[src/rtl/multi_channel_integrating_debouncer_macros.svh]
// Assertion macros shared by the debouncer RTL.
`ifndef MULTI_CHANNEL_INTEGRATING_DEBOUNCER_MACROS_SVH
`define MULTI_CHANNEL_INTEGRATING_DEBOUNCER_MACROS_SVH

// Same-cycle implication, clocked on clk_i, quiet while in reset.
`define MCID_ASSERT_IMP(label, ante, cons) \
  label: assert property (@(posedge clk_i) disable iff (!rst_ni) (ante) |-> (cons)) \
    else $error("debouncer assertion failed");

// Next-cycle implication, clocked on clk_i, quiet while in reset.
`define MCID_ASSERT_NEXT(label, ante, cons) \
  label: assert property (@(posedge clk_i) disable iff (!rst_ni) (ante) |=> (cons)) \
    else $error("debouncer assertion failed");

`endif

[src/rtl/mcid_pkg.sv]
// Package: constants, register codes, state type and control structs of the debouncer.
package mcid_pkg;

  localparam int CHANNELS      = 40;
  localparam int COUNT_BITS    = 8;
  localparam int WORD_BITS     = CHANNELS;
  localparam int CFG_BITS      = 8;
  localparam int CFG_IDX_BITS  = 3;
  localparam int CFG_DATA_BITS = 40;
  localparam int CH_BITS       = (CHANNELS > 1) ? $clog2(CHANNELS) : 1;
  localparam int CMP_BITS      = (COUNT_BITS > CFG_BITS) ? COUNT_BITS : CFG_BITS;

  localparam logic [COUNT_BITS-1:0] COUNT_MAX = '1;

  localparam logic [CFG_BITS-1:0]  RST_COUNT_LIMIT = CFG_BITS'(1);
  localparam logic [CFG_BITS-1:0]  RST_ON_THRESH   = CFG_BITS'(1);
  localparam logic [CFG_BITS-1:0]  RST_OFF_THRESH  = CFG_BITS'(0);
  localparam logic [WORD_BITS-1:0] RST_ENABLE_MASK = 40'hFF_FFFF_FF01;
  localparam logic [WORD_BITS-1:0] RST_INVERT_MASK = 40'hC0_FFFF_FF01;

  typedef enum logic [CFG_IDX_BITS-1:0] {
    CFG_COUNT_LIMIT = 3'd0,
    CFG_ON_THRESH   = 3'd1,
    CFG_OFF_THRESH  = 3'd2,
    CFG_ENABLE_MASK = 3'd3,
    CFG_INVERT_MASK = 3'd4
  } cfg_idx_e;

  typedef enum logic [1:0] {
    ST_IDLE,
    ST_RUN,
    ST_PUBLISH
  } mcid_state_e;

  typedef struct packed {
    logic               start;
    logic               rd_en;
    logic [CH_BITS-1:0] rd_addr;
    logic               load_out;
  } mcid_cmd_t;

  typedef struct packed {
    logic s1_valid;
  } mcid_status_t;

endpackage

[src/rtl/mcid_ram.sv]
// Generic single-write, single-read RAM with registered read data.
module mcid_ram #(
  parameter int WIDTH = 8,
  parameter int DEPTH = 40
) (
  input  logic                                          clk_i,
  input  logic                                          we_i,
  input  logic [((DEPTH > 1) ? $clog2(DEPTH) : 1)-1:0] waddr_i,
  input  logic [WIDTH-1:0]                              wdata_i,
  input  logic                                          re_i,
  input  logic [((DEPTH > 1) ? $clog2(DEPTH) : 1)-1:0] raddr_i,
  output logic [WIDTH-1:0]                              rdata_o
);

  logic [WIDTH-1:0] mem_q [DEPTH];
  logic [WIDTH-1:0] rdata_q;

  always_ff @(posedge clk_i) begin
    if (we_i) begin
      mem_q[waddr_i] <= wdata_i;
    end
    if (re_i) begin
      rdata_q <= mem_q[raddr_i];
    end
  end

  assign rdata_o = rdata_q;

endmodule

[src/rtl/mcid_ctrl.sv]
// Controller: sequences one channel read per cycle and hands the finished word to the output.
module mcid_ctrl (
  input  logic                  clk_i,
  input  logic                  rst_ni,
  input  logic                  in_valid_i,
  output logic                  in_ready_o,
  output logic                  out_valid_o,
  input  logic                  out_ready_i,
  input  mcid_pkg::mcid_status_t status_i,
  output mcid_pkg::mcid_cmd_t    cmd_o
);

  mcid_pkg::mcid_state_e             state_q, state_d;
  logic [mcid_pkg::CH_BITS-1:0]      ch_q, ch_d;
  logic                              out_valid_q, out_valid_d;
  logic                              last_ch;
  logic                              slot_free;

  assign last_ch   = (ch_q == mcid_pkg::CH_BITS'(mcid_pkg::CHANNELS - 1));
  assign slot_free = !out_valid_q || out_ready_i;

  // Next state
  always_comb begin
    state_d = state_q;
    unique case (state_q)
      mcid_pkg::ST_IDLE: begin
        if (in_valid_i) begin
          state_d = mcid_pkg::ST_RUN;
        end
      end
      mcid_pkg::ST_RUN: begin
        if (last_ch) begin
          state_d = mcid_pkg::ST_PUBLISH;
        end
      end
      mcid_pkg::ST_PUBLISH: begin
        // wait for the last channel to retire and the output slot to empty
        if (!status_i.s1_valid && slot_free) begin
          state_d = mcid_pkg::ST_IDLE;
        end
      end
      default: state_d = mcid_pkg::ST_IDLE;
    endcase
  end

  // Outputs
  always_comb begin
    cmd_o          = '0;
    cmd_o.rd_addr  = ch_q;
    in_ready_o     = 1'b0;
    unique case (state_q)
      mcid_pkg::ST_IDLE: begin
        in_ready_o  = 1'b1;
        cmd_o.start = in_valid_i;
      end
      mcid_pkg::ST_RUN: begin
        cmd_o.rd_en = 1'b1;
      end
      mcid_pkg::ST_PUBLISH: begin
        cmd_o.load_out = !status_i.s1_valid && slot_free;
      end
      default: begin
        cmd_o = '0;
      end
    endcase
  end

  always_comb begin
    ch_d = ch_q;
    if (cmd_o.start) begin
      ch_d = '0;
    end else if (cmd_o.rd_en && !last_ch) begin
      ch_d = ch_q + 1'b1;
    end
  end

  always_comb begin
    out_valid_d = out_valid_q;
    if (cmd_o.load_out) begin
      out_valid_d = 1'b1;
    end else if (out_ready_i) begin
      out_valid_d = 1'b0;
    end
  end

  always_ff @(posedge clk_i or negedge rst_ni) begin
    if (!rst_ni) begin
      state_q     <= mcid_pkg::ST_IDLE;
      ch_q        <= '0;
      out_valid_q <= 1'b0;
    end else begin
      state_q     <= state_d;
      ch_q        <= ch_d;
      out_valid_q <= out_valid_d;
    end
  end

  assign out_valid_o = out_valid_q;

endmodule

[src/rtl/mcid_datapath.sv]
// Datapath: configuration registers, counter RAM, level bits and the per-channel update unit.
module mcid_datapath (
  input  logic                                clk_i,
  input  logic                                rst_ni,
  input  logic                                cfg_we_i,
  input  logic [mcid_pkg::CFG_IDX_BITS-1:0]   cfg_idx_i,
  input  logic [mcid_pkg::CFG_DATA_BITS-1:0]  cfg_wdata_i,
  input  logic [mcid_pkg::WORD_BITS-1:0]      raw_pins_i,
  input  mcid_pkg::mcid_cmd_t                 cmd_i,
  output mcid_pkg::mcid_status_t              status_o,
  output logic [mcid_pkg::WORD_BITS-1:0]      filtered_pins_o
);

  logic [mcid_pkg::CFG_BITS-1:0]   count_limit_q, on_thresh_q, off_thresh_q;
  logic [mcid_pkg::WORD_BITS-1:0]  enable_mask_q, invert_mask_q;
  logic [mcid_pkg::WORD_BITS-1:0]  pins_q;
  logic [mcid_pkg::WORD_BITS-1:0]  res_q, res_d;
  logic [mcid_pkg::WORD_BITS-1:0]  out_q;
  logic [mcid_pkg::CHANNELS-1:0]   valid_q, level_q;
  logic                            s1_valid_q;
  logic [mcid_pkg::CH_BITS-1:0]    s1_ch_q;

  logic [mcid_pkg::COUNT_BITS-1:0] rd_data;
  logic [mcid_pkg::COUNT_BITS-1:0] cnt, cnt_next;
  logic [mcid_pkg::CMP_BITS-1:0]   cnt_w, next_w, limit_w, cl_w, cmax_w;
  logic                            pin, en, lvl, wr_en;

  // Configuration writes; unknown indexes drop
  always_ff @(posedge clk_i or negedge rst_ni) begin
    if (!rst_ni) begin
      count_limit_q <= mcid_pkg::RST_COUNT_LIMIT;
      on_thresh_q   <= mcid_pkg::RST_ON_THRESH;
      off_thresh_q  <= mcid_pkg::RST_OFF_THRESH;
      enable_mask_q <= mcid_pkg::RST_ENABLE_MASK;
      invert_mask_q <= mcid_pkg::RST_INVERT_MASK;
    end else if (cfg_we_i) begin
      unique case (cfg_idx_i)
        mcid_pkg::CFG_COUNT_LIMIT: count_limit_q <= cfg_wdata_i[mcid_pkg::CFG_BITS-1:0];
        mcid_pkg::CFG_ON_THRESH:   on_thresh_q   <= cfg_wdata_i[mcid_pkg::CFG_BITS-1:0];
        mcid_pkg::CFG_OFF_THRESH:  off_thresh_q  <= cfg_wdata_i[mcid_pkg::CFG_BITS-1:0];
        mcid_pkg::CFG_ENABLE_MASK: enable_mask_q <= cfg_wdata_i[mcid_pkg::WORD_BITS-1:0];
        mcid_pkg::CFG_INVERT_MASK: invert_mask_q <= cfg_wdata_i[mcid_pkg::WORD_BITS-1:0];
        default: ;
      endcase
    end
  end

  mcid_ram #(
    .WIDTH (mcid_pkg::COUNT_BITS),
    .DEPTH (mcid_pkg::CHANNELS)
  ) u_count_ram (
    .clk_i   (clk_i),
    .we_i    (wr_en),
    .waddr_i (s1_ch_q),
    .wdata_i (cnt_next),
    .re_i    (cmd_i.rd_en),
    .raddr_i (cmd_i.rd_addr),
    .rdata_o (rd_data)
  );

  // Update stage: one channel, with the counter read in the previous cycle
  always_comb begin
    pin     = pins_q[s1_ch_q];
    en      = enable_mask_q[s1_ch_q];
    cnt     = valid_q[s1_ch_q] ? rd_data : '0;
    cnt_w   = mcid_pkg::CMP_BITS'(cnt);
    cl_w    = mcid_pkg::CMP_BITS'(count_limit_q);
    cmax_w  = mcid_pkg::CMP_BITS'(mcid_pkg::COUNT_MAX);
    limit_w = (cl_w > cmax_w) ? cmax_w : cl_w;
    lvl     = level_q[s1_ch_q];
    if (pin) begin
      cnt_next = (cnt_w < limit_w) ? cnt + 1'b1 : cnt;
      next_w   = mcid_pkg::CMP_BITS'(cnt_next);
      if (next_w >= mcid_pkg::CMP_BITS'(on_thresh_q)) begin
        lvl = 1'b1;
      end
    end else begin
      cnt_next = (cnt != '0) ? cnt - 1'b1 : cnt;
      next_w   = mcid_pkg::CMP_BITS'(cnt_next);
      if (next_w <= mcid_pkg::CMP_BITS'(off_thresh_q)) begin
        lvl = 1'b0;
      end
    end
    wr_en = s1_valid_q && en;
  end

  always_comb begin
    res_d = res_q;
    if (cmd_i.start) begin
      res_d = '0;
    end else if (s1_valid_q) begin
      res_d[s1_ch_q] = en && (lvl ^ invert_mask_q[s1_ch_q]);
    end
  end

  always_ff @(posedge clk_i or negedge rst_ni) begin
    if (!rst_ni) begin
      s1_valid_q <= 1'b0;
      valid_q    <= '0;
      level_q    <= '0;
    end else begin
      s1_valid_q <= cmd_i.rd_en;
      if (wr_en) begin
        valid_q[s1_ch_q] <= 1'b1;
        level_q[s1_ch_q] <= lvl;
      end
    end
  end

  always_ff @(posedge clk_i) begin
    s1_ch_q <= cmd_i.rd_addr;
    res_q   <= res_d;
    if (cmd_i.start) begin
      pins_q <= raw_pins_i;
    end
    if (cmd_i.load_out) begin
      out_q <= res_q;
    end
  end

  assign status_o.s1_valid = s1_valid_q;
  assign filtered_pins_o   = out_q;

endmodule

[src/rtl/multi_channel_integrating_debouncer.sv]
// Top level: integrating debouncer over 40 channels with shared limits and masks.
// Flow: accept in idle, read-modify-write each channel in turn in the shared counter RAM,
//   then publish the word once the last update retires and the output slot is free.
// A new request is taken only after the previous one has been published.
// A finished result waits in the output register while the next request is taken.
// Reset: counters and levels read as zero, registers take their documented defaults.
`include "multi_channel_integrating_debouncer_macros.svh"

module multi_channel_integrating_debouncer (
  input  logic                               clk_i,
  input  logic                               rst_ni,
  input  logic                               cfg_we_i,
  input  logic [mcid_pkg::CFG_IDX_BITS-1:0]  cfg_idx_i,
  input  logic [mcid_pkg::CFG_DATA_BITS-1:0] cfg_wdata_i,
  input  logic                               in_valid_i,
  output logic                               in_ready_o,
  input  logic [mcid_pkg::WORD_BITS-1:0]     raw_pins_i,
  output logic                               out_valid_o,
  input  logic                               out_ready_i,
  output logic [mcid_pkg::WORD_BITS-1:0]     filtered_pins_o
);

  mcid_pkg::mcid_cmd_t    cmd;
  mcid_pkg::mcid_status_t status;

  mcid_ctrl u_ctrl (
    .clk_i       (clk_i),
    .rst_ni      (rst_ni),
    .in_valid_i  (in_valid_i),
    .in_ready_o  (in_ready_o),
    .out_valid_o (out_valid_o),
    .out_ready_i (out_ready_i),
    .status_i    (status),
    .cmd_o       (cmd)
  );

  mcid_datapath u_datapath (
    .clk_i           (clk_i),
    .rst_ni          (rst_ni),
    .cfg_we_i        (cfg_we_i),
    .cfg_idx_i       (cfg_idx_i),
    .cfg_wdata_i     (cfg_wdata_i),
    .raw_pins_i      (raw_pins_i),
    .cmd_i           (cmd),
    .status_o        (status),
    .filtered_pins_o (filtered_pins_o)
  );

  `MCID_ASSERT_NEXT(a_start_reads_first, cmd.start, cmd.rd_en && cmd.rd_addr == '0)
  `MCID_ASSERT_IMP(a_no_overwrite, cmd.load_out, !out_valid_o || out_ready_i)
  `MCID_ASSERT_IMP(a_idle_quiet, in_ready_o, !status.s1_valid && !cmd.rd_en)

endmodule

[config.mk]
export PLATFORM = sky130hd
export DESIGN_NAME = multi_channel_integrating_debouncer
export DESIGN_NICKNAME = d
export VERILOG_FILES = /design/src/rtl/mcid_pkg.sv /design/src/rtl/mcid_ram.sv /design/src/rtl/mcid_ctrl.sv /design/src/rtl/mcid_datapath.sv /design/src/rtl/multi_channel_integrating_debouncer.sv
export VERILOG_INCLUDE_DIRS = /design/src /design/src/rtl
export SDC_FILE = /design/constraint.sdc
export NUM_CORES = 1
export LEC_CHECK = 0
export BUFFER_PORTS_ARGS = -buffer_cell sky130_fd_sc_hd__clkbuf_2
export CORE_MARGIN = 2
export CORE_UTILIZATION = 25
export CTS_BUF_LIST = sky130_fd_sc_hd__clkbuf_8 sky130_fd_sc_hd__clkbuf_16
export DETAILED_ROUTE_END_ITERATION = 8
export GPL_ROUTABILITY_DRIVEN = 1
export PLACE_DENSITY = 0.45
export SLEW_MARGIN = 5
export SYNTH_ARGS = -nofsm -noshare
export SYNTH_HDL_FRONTEND = slang
export SYNTH_SLANG_ARGS = --single-unit
[constraint.sdc]
create_clock -name clk_i -period 15.93 [get_ports clk_i]
set_input_delay 3.186 -clock clk_i [delete_from_list [all_inputs] [get_ports clk_i]]
set_output_delay 3.186 -clock clk_i [all_outputs]
set_load 0.05 [all_outputs]
==> impl_results.md <==
- Worst skew pair latency: 0.63 ns
- Cell type contributing the most total cell area after synthesis: sky130_fd_sc_hd__edfxtp_1
- Die boundary width: approximately 330 um
- Count of different cell masters after synthesis: 80
- Highest cell delay on the worst timing path: 1.11 ns
- Clock root buffer: sky130_fd_sc_hd__clkbuf_16
- Number of slew-limit violations in the final report: 0
- Final-report setup violation count: 0
- Post-synthesis instance total: 2,048
- Number of optimization iterations in the first detailed-route pass: 5
- Instance count along the most critical hold path: 0
- Remaining antenna violation count after routing: 0
- Proportion of synthesized flip-flops having asynchronous set or reset: 29.9%
- Total Power: 7.60 mW
- Critical path required time: ~16 ns
- Die ar.: 111,000 um^2
- Hold Buf Count CTS: 0
- Number of flops mapped to enable cells by yosys: 408
- Cell at the slowest stage of the critical path: sky130_fd_sc_hd__mux2i_4
- Pin count of the biggest net entering global routing: about 140
- Area of the core: roughly 110,000 um^2
- Nets in the synthesized netlist: 2,162
- Worst ir drop on vdd: 0.256 mV
- Signal arrival time at the worst endpoint: 8.49 ns
- CTS H-tree lvls: 3
- Number of port buffers: 129
- Initial antenna violation count: 1
- Post-route core utilization: 29.5%
- Launch point of the worst reg-to-reg path: u_datapath.s1_ch_q[2]$_DFF_P_
- Flop2flop setup slack: between 7 and 8 ns
- Crit path buffers/inverters: 4
- Wirelength per Cell: 21.5 um
- Number of design-rule violations left by the first detailed-router iteration: 1,327
- Clock Path Buffers: 3
- Cell breakdown of the critical path: buf_4 > inv_1 > a221oi_2 > o22ai_1 > a221oi_2 > and2_4 > nand2b_1 > inv_1 > ha_1 > o21ai_0 > a211oi_1 > nor2_1 > a21oi_2 > mux2_2 > ha_1 > a21o_1 > a21o_1 > a21oi_1 > o21ai_0 > a21oi_1 > a21oi_2 > buf_4 > mux2i_4 > o21ai_1
- Leakage power summed over all cells: 11.6 nW
- Final hold viol count: 0
- TritonCTS clock tree: built
- Average size of a mapped cell: between 10 and 15 um^2
- Number of max-cap violations: 0
- Share of post-route cells with drive strength above 1: 25.6%
- Number of cell instances on the worst register-to-register path: 24
- Aggregate negative setup slack: 0 ns
- Hold path endpoint: u_datapath.filtered_pins_o[1]$_DFFE_PP_
- Result of the run: finished clean
- Count leader, synth: sky130_fd_sc_hd__edfxtp_1
- Number of buffers added for setup after CTS: 0
- Global route total overflow: 0
- Pwr/cell area: 240 nW/um^2
- Post-detailed-routing wire length: 78,000 um
- Highest clock rate: about 120 MHz
- Largest fanout on the critical path: 69
- Netlist Area Pre-Place: 27,100 um^2
- RSZ-0062 raised after global routing: no
- Most used standard cells in the synthesized netlist: sky130_fd_sc_hd__edfxtp_1 (408), sky130_fd_sc_hd__nand2_1 (267), sky130_fd_sc_hd__mux2_2 (143)
- Clock Pin Slew Worst Setup and Hold Paths: around 0.070 ns
- Fin Clk Skew: slightly above 0.04 ns
- Most instantiated flip-flop cell in the synthesis netlist: sky130_fd_sc_hd__edfxtp_1
- Remaining DRCs: 0
- Number of gates given a new drive strength after cts: 0
- Number of placed instances with taps included: 3,495
- All-Layer GR Usage: 13.8%
- Top post-synthesis cells by area: sky130_fd_sc_hd__edfxtp_1 (45%), sky130_fd_sc_hd__dfrtp_1 (12%), sky130_fd_sc_hd__dfstp_2 (6.0%)
- Startpoint of the tightest hold check path: u_datapath.res_q[1]$_SDFFE_PP0P_
- Post-detail-place hpwl: approximately 51,000 um
- Initial core utilization: 25.2%
- Max-slew headroom at the worst pin: 11.9%
- Routability Congestion: 0.858
- Via Count: 17,324
- Average via count per standard cell: 4.78
- Critical R2R Capture: u_datapath.res_q[20]$_SDFFE_PP0P_
- Hold/Removal Path Class: reg2reg
- Worst slew pin tran: 1.29 ns
- Post-Route Hold Slack: 0.438 ns
- Setup Crit Path Kind: reg2reg
- Crit path launch type: register
- Proportion of synthesized chip area in sequential cells: 66.9%
- Kind of cell with the highest combined delay on the critical path: compound AO/OA/AOI/OAI gates
- First-pass GRT wire length: 116,000 um
- Number of top-level design ports: 130
- Via count of the first global-routing pass: 17,764
- Final Net Count: about 2,300
- Clock sink count: ~650
- Layout-stage area growth over the synthesis result: 16.9%
- Critical path endpoint category: register
- Min Tclk post-route: 8.04 ns
- Non-filler cells in the finished layout: 3,623
- Cell Rows: 120
- Chip Height: 333 um
- Total of warnings raised by yosys: 0
- Post-route clock period utilization: 50.5%
- CTS Buf Count: 72
- Yosys top cell area share: 45.3%
- #FFs+latches synth: 648
==> final cells by class <==
class	count	area, um^2
fillers	10827	75600
flip-flops and latches	648	18100
multi-input cells	1223	8220
clock buffers	77	1890
well taps	1403	1760
repair buffers	172	977
clock inverters	50	490
inverters	49	186
diodes	1	2.50
==> cells in the final DEF, fill, tap and decap left out, types with 8 or more instances in the layout <==
| cell | count |
|---|---|
| sky130_fd_sc_hd__ha_1 | 26 |
| sky130_fd_sc_hd__clkinv_2 | 12 |
| sky130_fd_sc_hd__dfxtp_1 | 43 |
| sky130_fd_sc_hd__o21ai_0 | 78 |
| sky130_fd_sc_hd__mux2_2 | 143 |
| sky130_fd_sc_hd__a22oi_1 | 18 |
| sky130_fd_sc_hd__clkinv_1 | 10 |
| sky130_fd_sc_hd__o21ai_1 | 39 |
| sky130_fd_sc_hd__mux4_2 | 10 |
| sky130_fd_sc_hd__nor3_1 | 14 |
| sky130_fd_sc_hd__a311oi_1 | 48 |
| sky130_fd_sc_hd__mux2i_1 | 24 |
| sky130_fd_sc_hd__a221oi_1 | 11 |
| sky130_fd_sc_hd__dfrtp_1 | 132 |
| sky130_fd_sc_hd__a21oi_1 | 45 |
| sky130_fd_sc_hd__a211oi_1 | 17 |
| sky130_fd_sc_hd__o221ai_1 | 53 |
| sky130_fd_sc_hd__clkbuf_16 | 74 |
| sky130_fd_sc_hd__o22ai_1 | 54 |
| sky130_fd_sc_hd__or2_2 | 37 |
| sky130_fd_sc_hd__nand2_1 | 265 |
| sky130_fd_sc_hd__edfxtp_1 | 408 |
| sky130_fd_sc_hd__nor2_1 | 75 |
| sky130_fd_sc_hd__xnor2_1 | 11 |
| sky130_fd_sc_hd__inv_1 | 58 |
| sky130_fd_sc_hd__dfstp_2 | 62 |
| sky130_fd_sc_hd__and3_1 | 22 |
| sky130_fd_sc_hd__buf_4 | 43 |
| sky130_fd_sc_hd__nand3_1 | 102 |
| sky130_fd_sc_hd__bufinv_16 | 8 |
| sky130_fd_sc_hd__clkbuf_2 | 128 |
| sky130_fd_sc_hd__nor2b_1 | 16 |
| sky130_fd_sc_hd__nand2b_1 | 19 |
==> layer usage <==
layer / GRT usage, % / vias up / routed length (um)
met2: 22.2 / 412 / 36000
met5: 0 / - / 13
li1: - / 7929 / -
met3: 2.71 / 109 / 4120
met1: 18.9 / 8872 / 35900
met4: 3.84 / 2 / 1930
==> metrics by stage <==
step	worst slack, ns	area [um^2]
6_report	7.89	31600
5_1_grt	7.36	31600
4_1_cts	7.97	31600
3_5_place_dp	7.99	29300
3_3_place_gp	8.33	29300
2_1_floorplan	9.17	27100
==> worst reg2reg max path, stage by stage (launching register included) <==
cell and delay [ns]:
sky130_fd_sc_hd__dfxtp_4 0.48, sky130_fd_sc_hd__buf_4 0.74, sky130_fd_sc_hd__inv_1 0.55, sky130_fd_sc_hd__a221oi_2 0.30, sky130_fd_sc_hd__o22ai_1 0.13, sky130_fd_sc_hd__a221oi_2 0.37
sky130_fd_sc_hd__and2_4 0.36, sky130_fd_sc_hd__nand2b_1 0.25, sky130_fd_sc_hd__inv_1 0.13, sky130_fd_sc_hd__ha_1 0.31, sky130_fd_sc_hd__o21ai_0 0.10, sky130_fd_sc_hd__a211oi_1 0.51
sky130_fd_sc_hd__nor2_1 0.22, sky130_fd_sc_hd__a21oi_2 0.36, sky130_fd_sc_hd__mux2_2 0.39, sky130_fd_sc_hd__ha_1 0.27, sky130_fd_sc_hd__a21o_1 0.11, sky130_fd_sc_hd__a21o_1 0.10
sky130_fd_sc_hd__a21oi_1 0.06, sky130_fd_sc_hd__o21ai_0 0.14, sky130_fd_sc_hd__a21oi_1 0.10, sky130_fd_sc_hd__a21oi_2 0.13, sky130_fd_sc_hd__buf_4 0.42, sky130_fd_sc_hd__mux2i_4 1.12
sky130_fd_sc_hd__o21ai_1 0.21
==> cells by family after synthesis <==
logic type | share of synthesized area (%)
AOI/OAI and AO/OA | 10.2
xor gates and xnor gates | 0.550
adders and majority gates | 1.20
buffers and inverters | 2.96
DFF | 66.9
muxes | 7.90
and+or+nand+nor | 10.3
==> flip-flops by register name, summed over array words and instances, names as in the netlist <==
signal and cells:
u_datapath.u_count_ram.mem_q 320, u_datapath.enable_mask_q 40, u_datapath.filtered_pins_o 40, u_datapath.invert_mask_q 40, u_datapath.level_q 40, u_datapath.pins_q 40
u_datapath.res_q 40, u_datapath.valid_q 40, u_datapath.cl_w 8, u_datapath.off_thresh_q 8, u_datapath.on_thresh_q 8, u_datapath.u_count_ram.rdata_o 8
u_ctrl.ch_q 6, u_datapath.s1_ch_q 6, u_ctrl.state_q 2, u_ctrl.out_valid_o 1, u_datapath.status_o 1
==> worst max-delay path by stage <==
| stage | startpoint | slack [ns] | endpoint | cells past startpoint |
|---|---|---|---|---|
| finish | u_datapath.s1_ch_q[2]$_DFF_P_ | 7.89 | u_datapath.res_q[20]$_SDFFE_PP0P_ | 24 |
| global placement | u_datapath.s1_ch_q[2]$_DFF_P_ | 8.33 | u_datapath.res_q[25]$_SDFFE_PP0P_ | 24 |
| floorplan | out_ready_i | 9.17 | u_datapath.filtered_pins_o[0]$_DFFE_PP_ | 2 |
| global route | u_datapath.s1_ch_q[2]$_DFF_P_ | 7.36 | u_datapath.res_q[30]$_SDFFE_PP0P_ | 24 |
| detailed placement | u_datapath.s1_ch_q[2]$_DFF_P_ | 7.99 | u_datapath.res_q[30]$_SDFFE_PP0P_ | 24 |
| CTS | u_datapath.s1_ch_q[2]$_DFF_P_ | 7.97 | u_datapath.res_q[30]$_SDFFE_PP0P_ | 24 |
==> report_power, final <==
part	internal [mW]	switching (mW)	leakage, nW
clock network	0.989	0.689	1.22
registers	2.74	0.191	6.42
logic	0.845	2.15	3.96
total	4.57	3.03	11.6
No activity file was read; power rests on OpenSTA's default activity.
